## config.mk

```make
export PLATFORM = sky130hd
export DESIGN_NAME = simlu_ctrl
export DESIGN_NICKNAME = d
export VERILOG_FILES = /design/src/rtl/core/simlu_pkg.sv /design/src/rtl/core/simlu_ctrl.sv
export SDC_FILE = /design/constraint.sdc
export NUM_CORES = 1
export LEC_CHECK = 0
export ABC_AREA = 1
export BUFFER_PORTS_ARGS = -buffer_cell sky130_fd_sc_hd__buf_2
export CELL_PAD_IN_SITES_DETAIL_PLACEMENT = 1
export CELL_PAD_IN_SITES_GLOBAL_PLACEMENT = 1
export CORE_AREA = 10 10 58 56
export CTS_CLUSTER_SIZE = 12
export DETAILED_ROUTE_END_ITERATION = 10
export DIE_AREA = 0 0 68 66
export PLACE_DENSITY = 0.66
export SETUP_SLACK_MARGIN = 0.1
export SLEW_MARGIN = 20
export SYNTH_ARGS = -nofsm -noshare
export SYNTH_HDL_FRONTEND = slang
export SYNTH_SLANG_ARGS = --single-unit
```

## constraint.sdc

```tcl
create_clock -name clk -period 1.05 [get_ports clk]
set_clock_uncertainty 0.05 [all_clocks]
set_input_delay 0.105 -clock clk [delete_from_list [all_inputs] [get_ports clk]]
set_output_delay 0.105 -clock clk [all_outputs]
set_load 0.01 [all_outputs]
```

## src/rtl/core/simlu_pkg.sv

```systemverilog
// simlu_pkg: shared types and codes for the sorted inverse map lookup.
// No dependencies.
`timescale 1ns / 1ps
package simlu_pkg;

  localparam logic OP_LOAD   = 1'b0;
  localparam logic OP_LOOKUP = 1'b1;

  typedef struct packed {
    logic               op;
    logic signed [31:0] key_value;
    logic               last;
  } in_item_t;

  typedef struct packed {
    logic       found;
    logic [9:0] position;
  } out_item_t;

  // controller -> datapath
  typedef struct packed {
    logic capture;     // latch accepted transaction
    logic load_store;  // write loaded value at count
    logic clear_table; // drop old table before load
    logic sort_init;   // i = 1
    logic sort_rd_key; // read entry i as key
    logic sort_rd_j;   // read entry j-1
    logic sort_shift;  // entry[j] <= entry[j-1], j--
    logic sort_place;  // entry[j] <= key, i++
    logic set_ready;
    logic srch_init;
    logic srch_rd;     // read entry mid
    logic srch_step;   // update range from registered read
    logic res_miss;    // result not found
    logic res_hit;     // result found at mid
  } simlu_cmd_t;

  // datapath -> controller
  typedef struct packed {
    logic is_lookup;
    logic is_last;
    logic table_ready;
    logic sort_done;   // i >= count
    logic j_zero;
    logic key_less;    // sort key < entry j-1, ties by index
    logic srch_empty;  // hi <= lo
    logic srch_eq;
  } simlu_sts_t;

endpackage

```

## src/rtl/core/simlu_ctrl.sv

```systemverilog
// simlu_ctrl: sequencer for load, insertion sort and lookup.
// Depends on simlu_pkg.
`timescale 1ns / 1ps
module simlu_ctrl
  import simlu_pkg::*;
(
  input  logic       clk,
  input  logic       rst,
  input  logic       in_valid,
  output logic       in_ready,
  output logic       out_valid,
  input  logic       out_ready,
  input  simlu_sts_t sts,
  output simlu_cmd_t cmd
);
  typedef enum logic [3:0] {
    S_IDLE, S_DECODE, S_LOAD, S_SORT_KEY, S_SORT_RDJ, S_SORT_CMP,
    S_SRCH_RD, S_SRCH_CMP, S_OUT
  } state_t;

  state_t state;

  always_comb begin
    cmd = '0;
    cmd.capture = (state == S_IDLE) && in_valid;
    case (state)
      S_LOAD: begin
        cmd.clear_table = sts.table_ready;
      end
      S_SORT_KEY: cmd.sort_rd_key = !sts.sort_done;
      S_SORT_RDJ: cmd.sort_rd_j = !sts.j_zero;
      S_SORT_CMP: begin
        if (sts.key_less) cmd.sort_shift = 1'b1;
        else cmd.sort_place = 1'b1;
      end
      S_SRCH_RD: begin
        cmd.srch_rd  = 1'b1;
        // range ran out: key absent
        cmd.res_miss = sts.srch_empty;
      end
      S_SRCH_CMP: begin
        if (sts.srch_eq) cmd.res_hit = 1'b1;
        else cmd.srch_step = 1'b1;
      end
      default: ;
    endcase
    if (state == S_DECODE) begin
      if (sts.is_lookup) begin
        cmd.srch_init = sts.table_ready;
        cmd.res_miss  = !sts.table_ready;
      end
    end
    if (state == S_LOAD && !sts.table_ready) begin
      cmd.load_store = 1'b1;
      cmd.sort_init  = sts.is_last;
    end
    if (state == S_SORT_KEY && sts.sort_done) cmd.set_ready = 1'b1;
    if (state == S_SORT_RDJ && sts.j_zero) cmd.sort_place = 1'b1;
  end

  assign in_ready  = (state == S_IDLE);
  assign out_valid = (state == S_OUT);

  always_ff @(posedge clk) begin
    if (rst) begin
      state <= S_IDLE;
    end else begin
      case (state)
        S_IDLE:   if (in_valid) state <= S_DECODE;
        S_DECODE: begin
          if (!sts.is_lookup) state <= S_LOAD;
          else if (sts.table_ready) state <= S_SRCH_RD;
          else state <= S_OUT;
        end
        // when a stale table is cleared, come back here to store
        S_LOAD: begin
          if (sts.table_ready) state <= S_LOAD;
          else if (sts.is_last) state <= S_SORT_KEY;
          else state <= S_IDLE;
        end
        S_SORT_KEY: state <= sts.sort_done ? S_IDLE : S_SORT_RDJ;
        S_SORT_RDJ: state <= sts.j_zero ? S_SORT_KEY : S_SORT_CMP;
        S_SORT_CMP: state <= sts.key_less ? S_SORT_RDJ : S_SORT_KEY;
        S_SRCH_RD:  state <= sts.srch_empty ? S_OUT : S_SRCH_CMP;
        S_SRCH_CMP: state <= sts.srch_eq ? S_OUT : S_SRCH_RD;
        S_OUT:      if (out_ready) state <= S_IDLE;
        default:    state <= S_IDLE;
      endcase
    end
  end
endmodule
```

==> metrics.csv <==
stage,metric,value,unit
logic_synthesis,syn-num-nets,90,
sta,holdWs,0.0484,ns
sta,finalHoldViolations,0,
cells_and_area,largest-register,state,
critical_path,startpoint_type,flip-flop,
clock_network,cts_tree,done,
routing,avgRoutedWirePerCell,15.9,um
worst_hold_path,whs_path_depth,2,
routing,ant_nets,0,
power_and_ir_drop,clkPwrFrac,14.2,%
power_and_ir_drop,max-vdd-ir-drop,0.649,mV
die,rows,16,
grt,grt_max_degree,9,
logic_synthesis,synth_most_common_cell,inv_1,
worst_hold_path,hold_path.class,input port to flip-flop,
logic_synthesis,ys_top_cells_by_count,"inv_1 (17), nand2_1 (14), nand3_1 (12), nor2_1 (10), inv_2 (5)",
power_and_ir_drop,pwr-share-comb,68.7,%
critical_path,worst-endpoint-arrival,1.26,ns
logic_synthesis,dominantRegCellSynth,dfxtp_1,
clock_network,clkLatencyLatePin,0.24,ns
logic_synthesis,yosys-top-cells-area,"dfxtp_1 (18%), inv_1 (15%), nand3_1 (14%)",
routing,wirelength,2.52,mm
placement,port_buffers,27,
clock_network,cts-root-buf,clkbuf_4,
sta,postLayoutSetupSlackWorst,-0.370,ns
grt,grt_pass1_wl,3.46,mm
grt,track_usage,9.84,%
logic_synthesis,synth_edf_count,0,
sta,finalSetupViolCount,20,
critical_path,r2r-end,state[1]$_SDFFE_PP0P_,
placement,dp_hpwl,1.54,mm
routing,drc,0,
critical_path,worstPathRequired,0.89,ns
power_and_ir_drop,powerDensity,1230,mW/mm^2
critical_path,timing.rr.start,state[2]$_SDFFE_PP0P_,
power_and_ir_drop,p_int,784,uW
run_status,violations,negative setup slack,
sta,max_freq,704,MHz
sta,max_slew_margin,86.4,%
clock_network,clk_pin_slew,0.04,ns
sta,slew_violations,0,
power_and_ir_drop,p_seq_share,17.1,%
routing,vias,725,
grt,overflow,0,
die,coreArea,0.00208,sq mm
routing,first_iter_violations,30,
grt,use_met2,17.0,%
grt,grt_pass1_vias,789,
grt,met1_usage,10.2,%
clock_network,cts_htree_levels,1,
clock_network,clkSinkCount,4,
worst_hold_path,hold_end,state[1]$_SDFFE_PP0P_,
cells_and_area,synthToLayoutAreaGrowth,157,%
logic_synthesis,syn-cell-area,437,sq um
logic_synthesis,yosys.area.top_type,dfxtp_1,
cells_and_area,nNetsFinal,146,
clock_network,cts-buffers-inserted,3,
placement,gp_congestion,0.773,
die,dieArea,0.00449,sq mm
cells_and_area,largest_reg_flops,4,
cells_and_area,top_regs,state: 4 flops,
logic_synthesis,synth_top_area_share,18.3,%
critical_path,end_kind,output port,
grt,top_usage_layer,met2,
power_and_ir_drop,swShare,43.4,%
worst_hold_path,min-delay-start,rst,
run_status,status,"complete, but fails checks",
critical_path,rrSetupSlack,-0.23,ns
sta,rsz0062_at_grt,true,
grt,antenna_found_initial,0,
routing,first_pass_iters,3,
logic_synthesis,synthCells,78,
clock_network,clockBufferDepth,2,
die,die_h,66,um
die,die_w,68,um
cells_and_area,drive_above_1_share,75.8,%
logic_synthesis,ys_ff_latch,4,
cells_and_area,fin_util,53.9,%
die,ios,28,
logic_synthesis,ys_seq_area_share,18.3,%
sta,fin_crit,1.42,ns
run,cap_violations,0,
clock_network,ctsHoldBuffers,0,
logic_synthesis,synth_area_per_cell,5.60,sq um
power_and_ir_drop,power_switching,602,uW
cells_and_area,antenna-diode-count,0,
critical_path,r2r_cells,8,
logic_synthesis,async_flop_share,0,%
critical_path,critical_path_class,flip-flop to output port,
sta,tightest_slew,0.203,ns
die,initial_core_util,21.0,%
routing,vias_per_cell,4.56,
cells_and_area,n_fill_cell,265,
power_and_ir_drop,p_leak,0.000624,uW
critical_path,critPathMaxFanout,4,
logic_synthesis,ys_types,16,
sta,period_share,135,%
logic_synthesis,yosysWarningCount,0,
sta,finalSetupTns,-5.56,ns
grt,grt_util_met3,3.73,%
## metal layers
layer | vias to the layer above | part of all wire [%]
li1 | 350 | -
met1 | 350 | 37
met2 | 21 | 55
met3 | 4 | 7.0
met4 | 0 | 1.3
met5 | - | 0
## kinds of logic after synthesis
logic type / Yosys count / share of synthesized area (%)
simple gates: 49 / 58.2
buf+inv: 22 / 18.9
flops: 4 / 18.3
compound gates: 3 / 4.58
## placed cells by master, fill, tap and decap left out, types with 2 or more instances in the layout
cell and n:
nor3_2 2, buf_4 12, inv_4 4, nor2_4 6
nand4_1 3, buf_2 21, nand2_4 3, nand2_1 9
inv_1 12, nand3_2 6, nand3_4 3, nor2_1 5
inv_2 5, nand3_1 3, nor2_2 4, buf_6 16
dfxtp_4 4, clkbuf_4 3, nand2_2 2, buf_12 2
## worst max path at each step
stage / depth (start not counted) / end / startpoint / slack [ns]
floorplan: 6 / state[1]$_SDFFE_PP0P_ / state[2]$_SDFFE_PP0P_ / -0.05
global placement: 5 / cmd[6] / state[2]$_SDFFE_PP0P_ / -0.12
detailed placement: 5 / cmd[6] / state[2]$_SDFFE_PP0P_ / -0.16
CTS: 5 / cmd[6] / state[2]$_SDFFE_PP0P_ / -0.33
global route: 6 / cmd[6] / state[2]$_SDFFE_PP0P_ / -0.44
finish: 6 / cmd[10] / state[2]$_SDFFE_PP0P_ / -0.37
## metrics by stage
stage | worst slack, ns | area (sq um) | power [uW] | std cells
finish | -0.370 | 1120 | 1390 | 159
global route | -0.441 | 1120 | 1480 | 159
CTS | -0.332 | 828 | 1030 | 149
detailed placement | -0.156 | 689 | 740 | 139
global placement | -0.116 | 689 | 728 | 139
floorplan | -0.0522 | 468 | 524 | 78
## worst max-delay path, stage by stage, from the launching register on
cell,delay (ns)
dfxtp_4,0.35
nor2_4,0.18
buf_6,0.13
buf_6,0.10
nand3_4,0.09
inv_2,0.07
buf_6,0.10
## timing repair
item                                    4_1_cts  5_1_grt
setup buffers                                 7       12
pin swaps                                     3       14
cloned                                        0        0
endpoints found under the setup margin       20       20
gates resized for setup                      17       46
## power by group through the flow
stage | logic, uW | registers [uW] | clock network, uW
after floorplan | 305 | 219 | 0
after global placement | 505 | 223 | 0
after detailed placement | 514 | 226 | 0
after CTS | 603 | 233 | 198
after global routing | 1020 | 241 | 214
final | 952 | 237 | 197
## final cells by class
| type | count | area (sq um) | area share [%] |
|---|---|---|---|
| Inverter | 22 | 97.6 | 8.70 |
| Timing Repair Buffer | 51 | 415 | 37.0 |
| Clock buffer | 3 | 22.5 | 2.01 |
| Sequential cell | 4 | 95.1 | 8.47 |
| Multi-Input combinational cell | 52 | 458 | 40.8 |
| Tap cell | 27 | 33.8 | 3.01 |
Note: power is estimated with default switching activity, not from simulation.
